### src/spbaw_pkg.sv
// Shared types, widths, register indexes and helper functions of the speed PI controller.
package spbaw_pkg;

  localparam int GAIN_W = 32;   // Q8.24 gains
  localparam int ACC_W  = 48;   // saturated working width, Q31.16
  localparam int MAG_W  = 56;   // rounded product magnitude
  localparam int WIDE_W = 60;   // headroom before saturation
  localparam int DVD_W  = 58;   // dividend of the divide by 1000

  // Register indexes of the configuration port.
  localparam logic [2:0] REG_PROP_GAIN     = 3'd0;
  localparam logic [2:0] REG_INTEG_GAIN    = 3'd1;
  localparam logic [2:0] REG_BACKCALC_GAIN = 3'd2;
  localparam logic [2:0] REG_OUT_UPPER     = 3'd3;
  localparam logic [2:0] REG_OUT_LOWER     = 3'd4;
  localparam logic [2:0] REG_RAMP_STEP     = 3'd5;

  // Rounding point of a product: Q8.24 gains or the Q3.29 two-pi constant.
  typedef enum logic {
    RND_Q24,
    RND_Q29
  } rnd_sel_t;

  // Result of the serial multiplier: rounded magnitude and its sign.
  typedef struct packed {
    logic             done;
    logic             neg;
    logic [MAG_W-1:0] mag;
  } mul_res_t;

  // Result of the serial divider.
  typedef struct packed {
    logic             done;
    logic [DVD_W-1:0] quot;
  } div_res_t;

  // Saturate a wide signed value to 48 bits.
  function automatic logic signed [ACC_W-1:0] sat48(input logic signed [WIDE_W-1:0] v);
    logic [WIDE_W-ACC_W:0] top;
    top = v[WIDE_W-1:ACC_W-1];
    if (top == '0 || top == '1) begin
      return v[ACC_W-1:0];
    end else if (v[WIDE_W-1]) begin
      return {1'b1, {(ACC_W-1){1'b0}}};
    end else begin
      return {1'b0, {(ACC_W-1){1'b1}}};
    end
  endfunction

  // Turn a sign and a magnitude into a two's complement value.
  function automatic logic signed [MAG_W:0] signed_mag(input logic neg,
                                                       input logic [MAG_W-1:0] m);
    logic signed [MAG_W:0] v;
    v = $signed({1'b0, m});
    return neg ? -v : v;
  endfunction

endpackage

### src/spbaw_mul.sv
// Radix-4 serial multiplier: 48 bit signed operand times 32 bit gain, rounded to Q16.
module spbaw_mul import spbaw_pkg::*; (
  input  logic                    clk,
  input  logic                    rst,
  input  logic                    start,
  input  logic signed [ACC_W-1:0] opnd,
  input  logic [GAIN_W-1:0]       gain,
  input  rnd_sel_t                sel,
  output mul_res_t                res
);

  localparam int STEPS  = GAIN_W / 2;
  localparam int CNT_W  = $clog2(STEPS);
  localparam int HI_W   = ACC_W + 2;
  localparam int PROD_W = HI_W + GAIN_W;
  localparam logic [PROD_W-1:0] HALF_Q29 = PROD_W'(1) << 28;
  localparam logic [PROD_W-1:0] HALF_Q24 = PROD_W'(1) << 23;

  typedef enum logic [2:0] {
    M_IDLE,
    M_MAG,
    M_TRIPLE,
    M_STEP,
    M_ROUND
  } mstate_t;

  mstate_t                 state;
  logic signed [ACC_W-1:0] opnd_r;
  logic [ACC_W-1:0]        a;
  logic [HI_W-1:0]         a3;
  logic [HI_W-1:0]         hi;
  logic [GAIN_W-1:0]       lo;
  logic [CNT_W-1:0]        cnt;
  logic                    neg;
  rnd_sel_t                sel_r;
  logic [MAG_W-1:0]        mag;
  logic                    done;

  logic [HI_W-1:0]   addend;
  logic [HI_W:0]     step_sum;
  logic [PROD_W-1:0] rsum;

  // One radix-4 digit of the gain per cycle, taken from the low end.
  always_comb begin
    case (lo[1:0])
      2'd0:    addend = '0;
      2'd1:    addend = {2'b00, a};
      2'd2:    addend = {1'b0, a, 1'b0};
      default: addend = a3;
    endcase
    step_sum = {1'b0, hi} + {1'b0, addend};
    rsum = {hi, lo} + ((sel_r == RND_Q29) ? HALF_Q29 : HALF_Q24);
  end

  always_ff @(posedge clk) begin
    if (rst) begin
      state <= M_IDLE;
      done  <= 1'b0;
    end else begin
      done <= 1'b0;
      unique case (state)
        M_IDLE: begin
          if (start) begin
            opnd_r <= opnd;
            lo     <= gain;
            sel_r  <= sel;
            state  <= M_MAG;
          end
        end
        M_MAG: begin
          neg   <= opnd_r[ACC_W-1];
          a     <= opnd_r[ACC_W-1] ? ACC_W'(-opnd_r) : ACC_W'(opnd_r);
          state <= M_TRIPLE;
        end
        M_TRIPLE: begin
          a3    <= {2'b00, a} + {1'b0, a, 1'b0};
          hi    <= '0;
          cnt   <= '0;
          state <= M_STEP;
        end
        M_STEP: begin
          hi  <= {1'b0, step_sum[HI_W:2]};
          lo  <= {step_sum[1:0], lo[GAIN_W-1:2]};
          cnt <= cnt + 1'b1;
          if (cnt == CNT_W'(STEPS - 1)) begin
            state <= M_ROUND;
          end
        end
        M_ROUND: begin
          if (sel_r == RND_Q29) begin
            mag <= MAG_W'(rsum[PROD_W-1:29]);
          end else begin
            mag <= rsum[MAG_W+23:24];
          end
          done  <= 1'b1;
          state <= M_IDLE;
        end
        default: state <= M_IDLE;
      endcase
    end
  end

  assign res = {done, neg, mag};

endmodule

### src/spbaw_div.sv
// Radix-4 serial divider of a 58 bit unsigned value by the constant 1000.
module spbaw_div import spbaw_pkg::*; (
  input  logic             clk,
  input  logic             rst,
  input  logic             start,
  input  logic [DVD_W-1:0] dividend,
  output div_res_t         res
);

  localparam int STEPS = DVD_W / 2;
  localparam int CNT_W = $clog2(STEPS);
  localparam logic [11:0] DIV_1X = 12'd1000;
  localparam logic [11:0] DIV_2X = 12'd2000;
  localparam logic [11:0] DIV_3X = 12'd3000;

  typedef enum logic {
    D_IDLE,
    D_RUN
  } dstate_t;

  dstate_t          state;
  logic [DVD_W-1:0] dvd;
  logic [9:0]       rem;
  logic [CNT_W-1:0] cnt;
  logic             done;

  logic [11:0] trial;
  logic [1:0]  digit;
  logic [9:0]  rem_next;

  // The remainder stays below 1000, so one quotient digit needs three compares.
  always_comb begin
    trial = {rem, dvd[DVD_W-1:DVD_W-2]};
    if (trial >= DIV_3X) begin
      digit    = 2'd3;
      rem_next = 10'(trial - DIV_3X);
    end else if (trial >= DIV_2X) begin
      digit    = 2'd2;
      rem_next = 10'(trial - DIV_2X);
    end else if (trial >= DIV_1X) begin
      digit    = 2'd1;
      rem_next = 10'(trial - DIV_1X);
    end else begin
      digit    = 2'd0;
      rem_next = trial[9:0];
    end
  end

  always_ff @(posedge clk) begin
    if (rst) begin
      state <= D_IDLE;
      done  <= 1'b0;
    end else begin
      done <= 1'b0;
      unique case (state)
        D_IDLE: begin
          if (start) begin
            dvd   <= dividend;
            rem   <= '0;
            cnt   <= '0;
            state <= D_RUN;
          end
        end
        D_RUN: begin
          dvd <= {dvd[DVD_W-3:0], digit};
          rem <= rem_next;
          cnt <= cnt + 1'b1;
          if (cnt == CNT_W'(STEPS - 1)) begin
            done  <= 1'b1;
            state <= D_IDLE;
          end
        end
        default: state <= D_IDLE;
      endcase
    end
  end

  assign res = {done, dvd};

endmodule

### src/speed_pi_backcalc_antiwindup.sv
// Top level of the speed PI controller with back-calculation anti-windup.
//
// Each input word carries a speed reference in Hz and a measured speed in rad/s, both
// signed Q15.16, and gives exactly one output word with the clamped controller output,
// the ramped reference, the clamp state and the direction-reversal counter. The block
// works on one word at a time: three products go through one shared radix-4 serial
// multiplier (two bits of the gain per cycle plus setup and rounding), the integral
// product runs on a second multiplier beside the proportional one, and the final scaling
// by 0.001 is a radix-4 serial divide by 1000. A new input word is taken in the cycle
// after the result has moved into the output register, so a waiting result does not hold
// off the next word unless it is still waiting when the next result is ready. The ramp,
// the reversal counter and the integral are updated once per word; the ramp is reported
// only and does not enter the error. Gains are unsigned Q8.24, each product is rounded to
// Q16 half away from zero, and the error, sums and integral saturate to 48 bits.
module speed_pi_backcalc_antiwindup import spbaw_pkg::*; (
  input  logic        clk,
  input  logic        rst,
  input  logic        s_axis_tvalid,
  output logic        s_axis_tready,
  input  logic [63:0] s_axis_tdata,   // [31:0] ref_speed, [63:32] feedback_speed
  output logic        m_axis_tvalid,
  input  logic        m_axis_tready,
  output logic [87:0] m_axis_tdata,   // [31:0] drive_out, [63:32] ramped_ref,
                                      // [65:64] clamp_state, [81:66] reversal_count
  input  logic        cfg_we,
  input  logic [2:0]  cfg_index,
  input  logic [31:0] cfg_data
);

  localparam logic [GAIN_W-1:0] TWO_PI_Q29   = 32'd3373259426;
  localparam logic signed [31:0] REV_REF    = 32'sd65536;      // 1.0
  localparam logic signed [31:0] REV_FDB    = 32'sd26214400;   // 400.0
  localparam logic signed [31:0] CTRL_FDB   = 32'sd32768000;   // 500.0
  localparam logic signed [32:0] RAMP_SNAP  = 33'sd32768;      // 0.5
  localparam logic [22:0]        PENALTY_STEP = 23'd100;
  localparam logic [DVD_W-1:0]   DIV_HALF   = 58'd500;

  typedef enum logic [3:0] {
    ST_IDLE,
    ST_W_REF,
    ST_ERR,
    ST_SUM,
    ST_W_P,
    ST_CLAMP,
    ST_DIFF,
    ST_W_B,
    ST_DELTA,
    ST_MAGD,
    ST_DIVS,
    ST_W_DIV,
    ST_INTEG,
    ST_DONE
  } state_t;

  typedef enum logic [1:0] {
    PEN_NONE,
    PEN_SUB,
    PEN_ADD
  } pen_sel_t;

  typedef enum logic [1:0] {
    CLAMP_NONE = 2'd0,
    CLAMP_HIGH = 2'd1,
    CLAMP_LOW  = 2'd2
  } clamp_t;

  state_t state;

  // Configuration registers.
  logic [GAIN_W-1:0] prop_gain;
  logic [GAIN_W-1:0] integ_gain;
  logic [GAIN_W-1:0] backcalc_gain;
  logic signed [31:0] out_upper;
  logic signed [31:0] out_lower;
  logic [30:0]        ramp_step;

  // Controller state.
  logic signed [ACC_W-1:0] integral;
  logic signed [31:0]      ramp_value;
  logic [15:0]             rev_ticks;

  // Per-word working registers.
  logic signed [31:0]      fdb_r;
  logic [15:0]             pen_cnt;
  pen_sel_t                pen_sel;
  logic signed [ACC_W-1:0] pen_fdb;
  logic signed [ACC_W-1:0] err;
  logic signed [MAG_W:0]   temp_r;
  logic signed [MAG_W:0]   integ_term;
  logic signed [31:0]      outv;
  clamp_t                  clamp_state;
  logic signed [DVD_W-1:0] delta;
  logic                    dneg;
  logic [DVD_W-1:0]        dmag;

  // Input word fields.
  logic signed [31:0] ref_in;
  logic signed [31:0] fdb_in;
  logic               accept;

  assign ref_in        = s_axis_tdata[31:0];
  assign fdb_in        = s_axis_tdata[63:32];
  assign s_axis_tready = (state == ST_IDLE);
  assign accept        = s_axis_tvalid && s_axis_tready;

  // Reference ramp: one step toward the target, snapping when within half a unit.
  logic signed [32:0] ramp_d;
  logic signed [33:0] ramp_up;
  logic signed [33:0] ramp_dn;
  logic signed [33:0] ramp_sel;
  logic signed [31:0] ramp_next;

  always_comb begin
    ramp_d   = 33'(ref_in) - 33'(ramp_value);
    ramp_up  = 34'(ramp_value) + $signed({3'b000, ramp_step});
    ramp_dn  = 34'(ramp_value) - $signed({3'b000, ramp_step});
    ramp_sel = (ramp_d > 33'sd0) ? ramp_up : ramp_dn;
    if (ramp_sel > 34'sd2147483647) begin
      ramp_next = 32'sh7FFFFFFF;
    end else if (ramp_sel < -34'sd2147483648) begin
      ramp_next = 32'sh80000000;
    end else begin
      ramp_next = ramp_sel[31:0];
    end
    if (ramp_d < RAMP_SNAP && ramp_d > -RAMP_SNAP) begin
      ramp_next = ref_in;
    end
  end

  // Direction reversal: the counter used for this word's penalty is kept apart from
  // the stored counter, which a feedback magnitude above 500 clears afterwards.
  logic        rev_fwd;
  logic        rev_bwd;
  logic        fdb_over;
  logic [15:0] cnt_inc;
  logic [15:0] pen_cnt_next;
  logic [15:0] rev_ticks_next;

  always_comb begin
    rev_fwd        = (ref_in > REV_REF) && (fdb_in < -REV_FDB);
    rev_bwd        = (ref_in < -REV_REF) && (fdb_in > REV_FDB);
    fdb_over       = (fdb_in > CTRL_FDB) || (fdb_in < -CTRL_FDB);
    cnt_inc        = (rev_ticks == 16'hFFFF) ? rev_ticks : rev_ticks + 16'd1;
    pen_cnt_next   = (rev_fwd || rev_bwd) ? cnt_inc : 16'd0;
    rev_ticks_next = fdb_over ? 16'd0 : pen_cnt_next;
  end

  // Penalty of 100 per counted tick in Q16, combined with the feedback term.
  logic [22:0]             pen_units;
  logic signed [ACC_W-1:0] pen_q16;
  logic signed [ACC_W-1:0] pen_val;

  always_comb begin
    pen_units = pen_cnt * PENALTY_STEP;
    pen_q16   = $signed({9'd0, pen_units, 16'd0});
    case (pen_sel)
      PEN_SUB: pen_val = -pen_q16;
      PEN_ADD: pen_val = pen_q16;
      default: pen_val = '0;
    endcase
  end

  // Operand selection of the two multipliers and the divider.
  mul_res_t                mul0_res;
  mul_res_t                mul1_res;
  div_res_t                div_res;
  logic                    mul0_start;
  logic signed [ACC_W-1:0] mul0_opnd;
  logic [GAIN_W-1:0]       mul0_gain;
  rnd_sel_t                mul0_sel;
  logic                    mul1_start;
  logic                    div_start;

  always_comb begin
    mul0_start = 1'b0;
    mul0_opnd  = err;
    mul0_gain  = prop_gain;
    mul0_sel   = RND_Q24;
    unique case (state)
      ST_IDLE: begin
        mul0_start = accept;
        mul0_opnd  = ACC_W'(ref_in);
        mul0_gain  = TWO_PI_Q29;
        mul0_sel   = RND_Q29;
      end
      ST_SUM: begin
        mul0_start = 1'b1;
        mul0_opnd  = sat48(WIDE_W'(err) + WIDE_W'(integral));
        mul0_gain  = prop_gain;
      end
      ST_DIFF: begin
        mul0_start = 1'b1;
        mul0_opnd  = sat48(WIDE_W'(outv) - WIDE_W'(temp_r));
        mul0_gain  = backcalc_gain;
      end
      default: ;
    endcase
    mul1_start = (state == ST_SUM);
    div_start  = (state == ST_DIVS);
  end

  // Shared multiplier: two-pi times reference, proportional path, back-calculation.
  spbaw_mul u_mul0 (
    .clk   (clk),
    .rst   (rst),
    .start (mul0_start),
    .opnd  (mul0_opnd),
    .gain  (mul0_gain),
    .sel   (mul0_sel),
    .res   (mul0_res)
  );

  // Integral gain times error, run beside the proportional product.
  spbaw_mul u_mul1 (
    .clk   (clk),
    .rst   (rst),
    .start (mul1_start),
    .opnd  (err),
    .gain  (integ_gain),
    .sel   (RND_Q24),
    .res   (mul1_res)
  );

  spbaw_div u_div (
    .clk      (clk),
    .rst      (rst),
    .start    (div_start),
    .dividend (dmag + DIV_HALF),
    .res      (div_res)
  );

  // Values computed from the units' results.
  logic signed [MAG_W:0]   mul0_val;
  logic signed [MAG_W:0]   lim_hi;
  logic signed [MAG_W:0]   lim_lo;
  logic signed [ACC_W:0]   quot_val;

  always_comb begin
    mul0_val = signed_mag(mul0_res.neg, mul0_res.mag);
    lim_hi   = (MAG_W + 1)'(out_upper);
    lim_lo   = (MAG_W + 1)'(out_lower);
    quot_val = $signed({1'b0, div_res.quot[ACC_W-1:0]});
    if (dneg) begin
      quot_val = -quot_val;
    end
  end

  always_ff @(posedge clk) begin
    if (rst) begin
      state         <= ST_IDLE;
      m_axis_tvalid <= 1'b0;
      prop_gain     <= 32'd50332;
      integ_gain    <= 32'd83886080;
      backcalc_gain <= 32'd251658;
      out_upper     <= 32'sd393216;
      out_lower     <= -32'sd393216;
      ramp_step     <= 31'd32768;
      integral      <= '0;
      ramp_value    <= '0;
      rev_ticks     <= '0;
    end else begin
      if (cfg_we) begin
        unique case (cfg_index)
          REG_PROP_GAIN:     prop_gain     <= cfg_data;
          REG_INTEG_GAIN:    integ_gain    <= cfg_data;
          REG_BACKCALC_GAIN: backcalc_gain <= cfg_data;
          REG_OUT_UPPER:     out_upper     <= cfg_data;
          REG_OUT_LOWER:     out_lower     <= cfg_data;
          REG_RAMP_STEP:     ramp_step     <= cfg_data[30:0];
          default: ;
        endcase
      end

      if (m_axis_tvalid && m_axis_tready) begin
        m_axis_tvalid <= 1'b0;
      end

      unique case (state)
        ST_IDLE: begin
          if (accept) begin
            fdb_r      <= fdb_in;
            ramp_value <= ramp_next;
            pen_cnt    <= pen_cnt_next;
            rev_ticks  <= rev_ticks_next;
            pen_sel    <= rev_fwd ? PEN_SUB : (rev_bwd ? PEN_ADD : PEN_NONE);
            state      <= ST_W_REF;
          end
        end
        ST_W_REF: begin
          // The penalty term settles while the first product runs.
          pen_fdb <= pen_val - ACC_W'(fdb_r);
          if (mul0_res.done) begin
            state <= ST_ERR;
          end
        end
        ST_ERR: begin
          err   <= sat48(WIDE_W'(mul0_val) + WIDE_W'(pen_fdb));
          state <= ST_SUM;
        end
        ST_SUM: begin
          state <= ST_W_P;
        end
        ST_W_P: begin
          if (mul0_res.done) begin
            state <= ST_CLAMP;
          end
        end
        ST_CLAMP: begin
          temp_r     <= mul0_val;
          integ_term <= signed_mag(mul1_res.neg, mul1_res.mag);
          if (mul0_val > lim_hi) begin
            outv        <= out_upper;
            clamp_state <= CLAMP_HIGH;
          end else if (mul0_val < lim_lo) begin
            outv        <= out_lower;
            clamp_state <= CLAMP_LOW;
          end else begin
            outv        <= mul0_val[31:0];
            clamp_state <= CLAMP_NONE;
          end
          state <= ST_DIFF;
        end
        ST_DIFF: begin
          state <= ST_W_B;
        end
        ST_W_B: begin
          if (mul0_res.done) begin
            state <= ST_DELTA;
          end
        end
        ST_DELTA: begin
          delta <= DVD_W'(mul0_val) + DVD_W'(integ_term);
          state <= ST_MAGD;
        end
        ST_MAGD: begin
          dneg  <= delta[DVD_W-1];
          dmag  <= delta[DVD_W-1] ? DVD_W'(-delta) : DVD_W'(delta);
          state <= ST_DIVS;
        end
        ST_DIVS: begin
          state <= ST_W_DIV;
        end
        ST_W_DIV: begin
          if (div_res.done) begin
            state <= ST_INTEG;
          end
        end
        ST_INTEG: begin
          integral <= sat48(WIDE_W'(integral) + WIDE_W'(quot_val));
          state    <= ST_DONE;
        end
        ST_DONE: begin
          // Hand the word to the output register once it is free.
          if (!m_axis_tvalid || m_axis_tready) begin
            m_axis_tvalid <= 1'b1;
            m_axis_tdata  <= {6'd0, rev_ticks, clamp_state, ramp_value, outv};
            state         <= ST_IDLE;
          end
        end
        default: state <= ST_IDLE;
      endcase
    end
  end

`ifndef SYNTH
  a_one_word: assert property (@(posedge clk) disable iff (rst)
      (s_axis_tvalid && s_axis_tready) |=> !s_axis_tready)
    else $error("input accepted while a word is still in work");

  a_mul_done: assert property (@(posedge clk) disable iff (rst)
      mul0_res.done |-> (state == ST_W_REF || state == ST_W_P || state == ST_W_B))
    else $error("multiplier finished outside a wait state");

  a_div_done: assert property (@(posedge clk) disable iff (rst)
      div_res.done |-> (state == ST_W_DIV))
    else $error("divider finished outside its wait state");

  a_rev_clear: assert property (@(posedge clk) disable iff (rst)
      (accept && (fdb_in > CTRL_FDB || fdb_in < -CTRL_FDB)) |=> (rev_ticks == 16'd0))
    else $error("reversal counter not cleared at high feedback speed");
`endif

endmodule
### config.mk
export PLATFORM = sky130hd
export DESIGN_NAME = speed_pi_backcalc_antiwindup
export DESIGN_NICKNAME = d
export VERILOG_FILES = /design/src/spbaw_pkg.sv /design/src/spbaw_mul.sv /design/src/spbaw_div.sv /design/src/speed_pi_backcalc_antiwindup.sv
export SDC_FILE = /design/constraint.sdc
export NUM_CORES = 2
export LEC_CHECK = 0
export BUFFER_PORTS_ARGS = -buffer_cell sky130_fd_sc_hd__buf_2
export CORE_ASPECT_RATIO = 1.2
export CORE_MARGIN = 2
export CORE_UTILIZATION = 55
export CTS_CLUSTER_DIAMETER = 150
export DETAILED_ROUTE_END_ITERATION = 8
export PLACE_DENSITY = 0.74
export RECOVER_POWER = 50
export SLEW_MARGIN = 20
export SYNTH_ARGS = -nofsm -noshare
export SYNTH_HDL_FRONTEND = slang
export SYNTH_SLANG_ARGS = --single-unit
### constraint.sdc
create_clock -name clk -period 8.32 [get_ports clk]
set_input_delay 0.416 -clock clk [delete_from_list [all_inputs] [get_ports clk]]
set_output_delay 0.416 -clock clk [all_outputs]
set_load 0.01 [all_outputs]
After elaboration in Yosys (flattened, before gate mapping):

Index checks and enable logic that the tools add are counted.

* add/subtract/negate cells: 30
* $mul: 1
* order comparisons: 16
* equal/unequal tests: 51
* muxes and demuxes: 75
* bitwise operators: 2
* reduce and logical (&&, ||, !) cells: 59

Operator list (count)
* 48-bit two-way mux: 8
* 50-bit one-hot mux with 3 select lines: 2
* 32-bit two-way mux: 7
* 50-bit one-hot mux with 2 select lines: 2
* 32-bit one-hot mux with 2 select lines: 3
* 48-bit by 49-bit adder with 50-bit output: 3
* 48-bit one-hot mux with 3 select lines: 1
* 58-bit one-hot mux with 2 select lines: 1
* 57-bit two-way mux: 2
* 56-bit negation with 57-bit output: 2
* 50-bit by 50-bit adder with 51-bit output: 2
* 48-bit negation: 2
* 48-bit one-hot mux with 2 select lines: 1
* 47-bit two-way mux: 2
* 82-bit by 29-bit adder with 82-bit output: 1
* 80-bit by 24-bit adder with 80-bit output (second input constant): 1
* 32-bit by 32-bit subtractor with 33-bit output: 2
* 32-bit by 26-bit greater-than comparator with 1-bit output (second input constant): 2
* 32-bit by 26-bit < comparator with 1-bit output (second input constant): 2
* 57-bit by 48-bit adder with 58-bit output: 1
* 57-bit by 57-bit adder with 58-bit output: 1
* 58-bit by 9-bit adder with 58-bit output (second input constant): 1
* 58-bit two-way mux: 1
* 58-bit negation: 1
* other kinds (68): 183

* register bits after elaboration: 1446
* input bits: 104
* output and inout port bits: 90
* word-level logic and storage cells: 289

Depth between registers and ports, before layout:

* word-level depth: 7
* gate-level depth with buffers: 34
* depth with buffers taken out: 31

By module:

A second synthesis with hierarchy kept.

* cells, all modules: 10653
* area, all modules: 100775.4 um^2

Modules (own cells, without submodules)
* speed_pi_backcalc_antiwindup: times used 1, cells an instance 6855, area each 59802.4 um^2, sequential area each 20649.8 um^2
* spbaw_mul at u_mul1: times used 1, cells an instance 1780, area each 18677.9 um^2, sequential area each 8758.4 um^2
* spbaw_mul at u_mul0: times used 1, cells an instance 1764, area each 18620.4 um^2, sequential area each 8758.4 um^2
* spbaw_div: times used 1, cells an instance 254, area each 3674.8 um^2, sequential area each 2232.1 um^2

Worst setup path after synthesis:

No wires, ideal clock.

* path kind: register -> register
* start: reg state[0]
* end: reg clamp_state[0] (enable)
* library setup time: 657 ps
* arrival time: 7306 ps
* data required time: 7663 ps
* setup slack: 356 ps
* stages on the path, launching flop included: 6
* path buffers: 2
* clock period less this slack: 7964 ps
* cells stage by stage: dfxtp_1 clkbuf_1 clkbuf_1 nor2b_1 nand2b_1 nor2_1

* cells in the longest elaborated chain, start to end: 2

RTL lines
* start, declared: line speed_pi_backcalc_antiwindup.sv:67 `state_t state;`
* start signal, assigned: line speed_pi_backcalc_antiwindup.sv:250 `state <= ST_IDLE;`
* start signal, assigned: line speed_pi_backcalc_antiwindup.sv:286 `state <= ST_W_REF;`
* start signal, assigned: line speed_pi_backcalc_antiwindup.sv:293 `state <= ST_ERR;`
* 4-bit by 3-bit equality test with 1-bit output: line speed_pi_backcalc_antiwindup.sv:278 `unique case (state)`
* 2-bit AND reduction (no line)
* end signal, assigned: line speed_pi_backcalc_antiwindup.sv:313 `clamp_state <= CLAMP_HIGH;`
* end signal, assigned: line speed_pi_backcalc_antiwindup.sv:316 `clamp_state <= CLAMP_LOW;`
* end signal, assigned: line speed_pi_backcalc_antiwindup.sv:319 `clamp_state <= CLAMP_NONE;`
* end, declared: line speed_pi_backcalc_antiwindup.sv:91 `clamp_t clamp_state;`

Every way passes these cells.
A chain may end at the register's enable or synchronous reset.

Worst setup path after layout:

* start: reg u_mul0.mag[10]
* end: reg err[10], data pin

* cells in the longest elaborated chain, start to end: 6
* elaborated cells on any way between the ends: 8
* classes of those cells: 2 x add/sub; 1 x eq/ne; 3 x mux; 2 x reduce/logical

RTL lines
* start, declared: line spbaw_mul.sv:36 `logic [MAG_W-1:0] mag;`
* start signal, assigned: line spbaw_mul.sv:91 `mag <= MAG_W'(rsum[PROD_W-1:29]);`
* start signal, assigned: line spbaw_mul.sv:93 `mag <= rsum[MAG_W+23:24];`
* 56-bit negation with 57-bit output (*): line spbaw_pkg.sv:55 `return neg ? -v : v;`
* 57-bit two-way mux (*): line spbaw_pkg.sv:55
* via mul0_val[48]: line speed_pi_backcalc_antiwindup.sv:233 `logic signed [MAG_W:0] mul0_val;`
* 57-bit by 48-bit adder with 58-bit output (*): line speed_pi_backcalc_antiwindup.sv:297 `err <= sat48(WIDE_W'(mul0_val) + WIDE_W'(pen_fdb));`
* 13-bit equality test or 13-bit zero test (tied branches): line spbaw_pkg.sv:41 `if (top == '0 || top == '1) begin`
* 1-bit logical OR: line spbaw_pkg.sv:41
* 48-bit two-way mux (*): line spbaw_pkg.sv:41
* end signal, assigned: line speed_pi_backcalc_antiwindup.sv:297
* end, declared: line speed_pi_backcalc_antiwindup.sv:87 `logic signed [ACC_W-1:0] err;`

The timed path passes the listed nets; every way through them passes the cells marked *.

==> metrics.txt <==
status complete, but fails checks; violated checks capacitance limit, slew limit; 1st-pass router iterations 8; Worst EP arrival 8.38 ns; area share of the leading cell type in the synthesized netlist 0.352; Final nets 11,300; Tcrit/Tclk final 0.942; startpoint class of the critical path register; final hold viol count 0; vias in the first global route 79,000; setup ws final 0.482 ns; Max Cap Viol 27; Hold Path Stages 5; Die Height 465 um; # rows 169; # clock sinks 1,444; Setup violations, final 0; Hold WC Path Type in -> reg; Placed Cells 12,500; most common cell in the netlist edfxtp_1; Final Instance Count excl. Fillers 12,900; Vias 82,400; GPL Wtd Cong 1.07; DR DRC count 0; sequential area share after synthesis 0.414; post-synthesis register bit count 1,444; Core ar. 0.176 mm2; initial antenna violation count 39; asr flop ratio synth 0; maximum vdd drop 0.000198 V; crit path kind reg -> reg; Cell Area, Synth 0.0975 mm2; crit end category register; hpwl dp 262,000 um; Fmax 0.128 GHz; Top FF cell, synth edfxtp_1; Die X 388 um; clock skew 0.0309 ns; Worst Reg2Reg Path Length in Cells 23; clk slew on worst S/H paths 0.06 ns; hold_sp s_axis_tdata[6]; Tot Pwr 26.9 mW; Detailed Route Iter0 Violations 7,915; post-synth cell types 85; Warnings, synthesis 0; Reg-to-Reg Start u_mul0.mag[10]; Routed WL 337,000 um; first-pass GRT wire length 494,000 um; cells taking the most area after synthesis edfxtp_1, ha_1, xnor2_1, dfxtp_1, nand2_1; wire per inst 26.1 um; Num CTS Buffers 156; most instantiated cells after synthesis edfxtp_1, nand2_1, a21oi_1; share of cells above drive strength 1 0.0693; R2R Setup Slk 0.48 ns; final worst path period need 7.84 ns; CTS tree done; Post-Syn Instances 10,200; worst slack at placement 0.375 ns; RSZ-0062 raised after global routing false; power per cell area 250 mW/mm2; CTS Buffer Depth 3; Worst-Margin Slew 4.39 ns; Worst Hold Endpoint ramp_value[6]; largest net degree at the start of global routing 224; Mapped Avg Cell Area 9.60 um2; Root Buffer clkbuf_16; post-route ant nets 0; gr usage total 0.364; Leakage 42.0 nW; Max Fanout on Critical Path 47; initial core utilization 0.553; IO buf count 187; Post-synth EDFFs 1,143; die footprint 0.181 mm2; Via density 6.39; Synth-to-Final Area Change 10.5%; Ports 194; largest area contributor in the netlist edfxtp_1; GR Overflow Total 0; Worst-Skew Late Latency 0.82 ns; required time worst endpoint 8.86 ns; setup TNS 0 ns; reg2reg end err[10]; count of pins over their slew limit 1,413; Slew headroom -1.92; H-tree levels 4
==> layout by cell type, fill, tap and decap left out, types with 102 or more instances in the layout <==
cell and instances:
clkbuf_16 165, nand2_1 1079, edfxtp_1 1143, buf_4 189
o21ai_0 634, nor2b_1 102, clkbuf_1 191, dfxtp_1 301
ha_1 751, nand3_1 232, o31ai_1 125, xor2_1 319
mux2i_1 145, a21oi_1 787, nand2b_1 134, a211oi_1 108
a21o_1 377, nor2_1 649, xnor2_1 707, nand4_1 131
nor3_1 123, inv_1 441
==> timing repair <==
action	CTS	global route
endpoints found under the setup margin	0	32
setup buffers	0	0
gates resized for setup	0	5
hold buffers	65	0
hold endpoints to repair	216	0
==> metrics by stage <==
step,hold WS (ns),util,instance area (um2)
6_report,0.0667,0.611,108000
5_1_grt,0.0456,0.611,108000
4_1_cts,0.00531,0.613,108000
3_5_place_dp,0.406,0.579,102000
3_3_place_gp,0.402,0.579,102000
2_1_floorplan,0.400,-,97500
==> sequential cells by signal, summed over array words and instances, names as in the netlist, 48 cells and up <==
register and count:
u_mul0.mag 56, u_mul1.a3 50, u_mul1.a 48, u_mul0.opnd_r 48, u_mul1.hi 49, dmag 58, pen_fdb 48, u_mul1.opnd_r 48
u_mul0.a 48, m_axis_tdata 82, u_div.dvd 58, u_mul1.mag 56, delta 58, integ_term 57, temp_r 57, u_mul0.a3 50
integral 48, err 48, u_mul0.hi 49
==> power breakdown <==
group	internal (mW)	total [mW]	switching [mW]
combinational	3.92	10.2	6.29
sequential	8.69	9.35	0.660
clock	4.29	7.35	3.05
==> per-layer routing <==
metal	track usage	up-vias	wire, um
met3	0.0728	939	28300
met1	0.451	39800	131000
met2	0.581	3602	152000
met5	0	-	176
li1	-	38100	-
met4	0.232	26	25100
==> worst max-delay path by stage <==
stage | from | endpoint | cells past startpoint
global placement | s_axis_tdata[5] | ramp_value[17] | 33
finish | u_mul0.mag[10] | err[10] | 23
global route | ramp_value[4] | ramp_value[0] | 33
floorplan | state[0] | clamp_state[0] | 5
CTS | ramp_value[4] | ramp_value[2] | 32
detailed placement | s_axis_tdata[5] | ramp_value[13] | 31
==> final cells by class <==
type,count,area [um2]
Clock buffer,209,4440
Fill cell,14900,68600
Inverter,441,1660
Multi-Input combinational cell,7903,54300
Sequential cell,1444,40300
Timing Repair Buffer,494,3160
Antenna cell,17,42.5
Clock inverter,79,917
Tap cell,2308,2890
==> logic make-up (layout without fill, tap and decap cells) <==
| logic type | count (synthesis) | count (layout) | share of synthesized area |
|---|---|---|---|
| fa+ha+maj | 773 | 773 | 0.101 |
| compound gates | 2816 | 2816 | 0.185 |
| flops | 1444 | 1444 | 0.414 |
| simple gates | 3041 | 3041 | 0.150 |
| mux | 239 | 239 | 0.0257 |
| xor+xnor | 1028 | 1028 | 0.0924 |
| other cells | 1 | 23 | 0.0000385 |
| buf+inv | 815 | 1223 | 0.0318 |
==> critical path, cell delays in order, from the launching register on <==
cell and delay [ns]:
edfxtp_1 0.42, or4_1 0.60, nor4_1 0.35, nand2b_1 0.15
nand2b_1 0.18, or4_1 0.55, or3_1 0.46, nand2b_1 0.18
or4_1 0.48, or4_1 0.53, o21ai_0 0.23, xnor2_1 0.26
ha_1 0.40, a21oi_1 0.37, o21bai_1 0.10, a21oi_1 0.20
o21bai_1 0.22, or4_1 0.56, o211ai_1 0.14, nand4b_1 0.13
nor4_1 0.42, a21o_1 0.21, buf_12 0.20, o21ai_0 0.17
(Power assumes the default switching activity.)
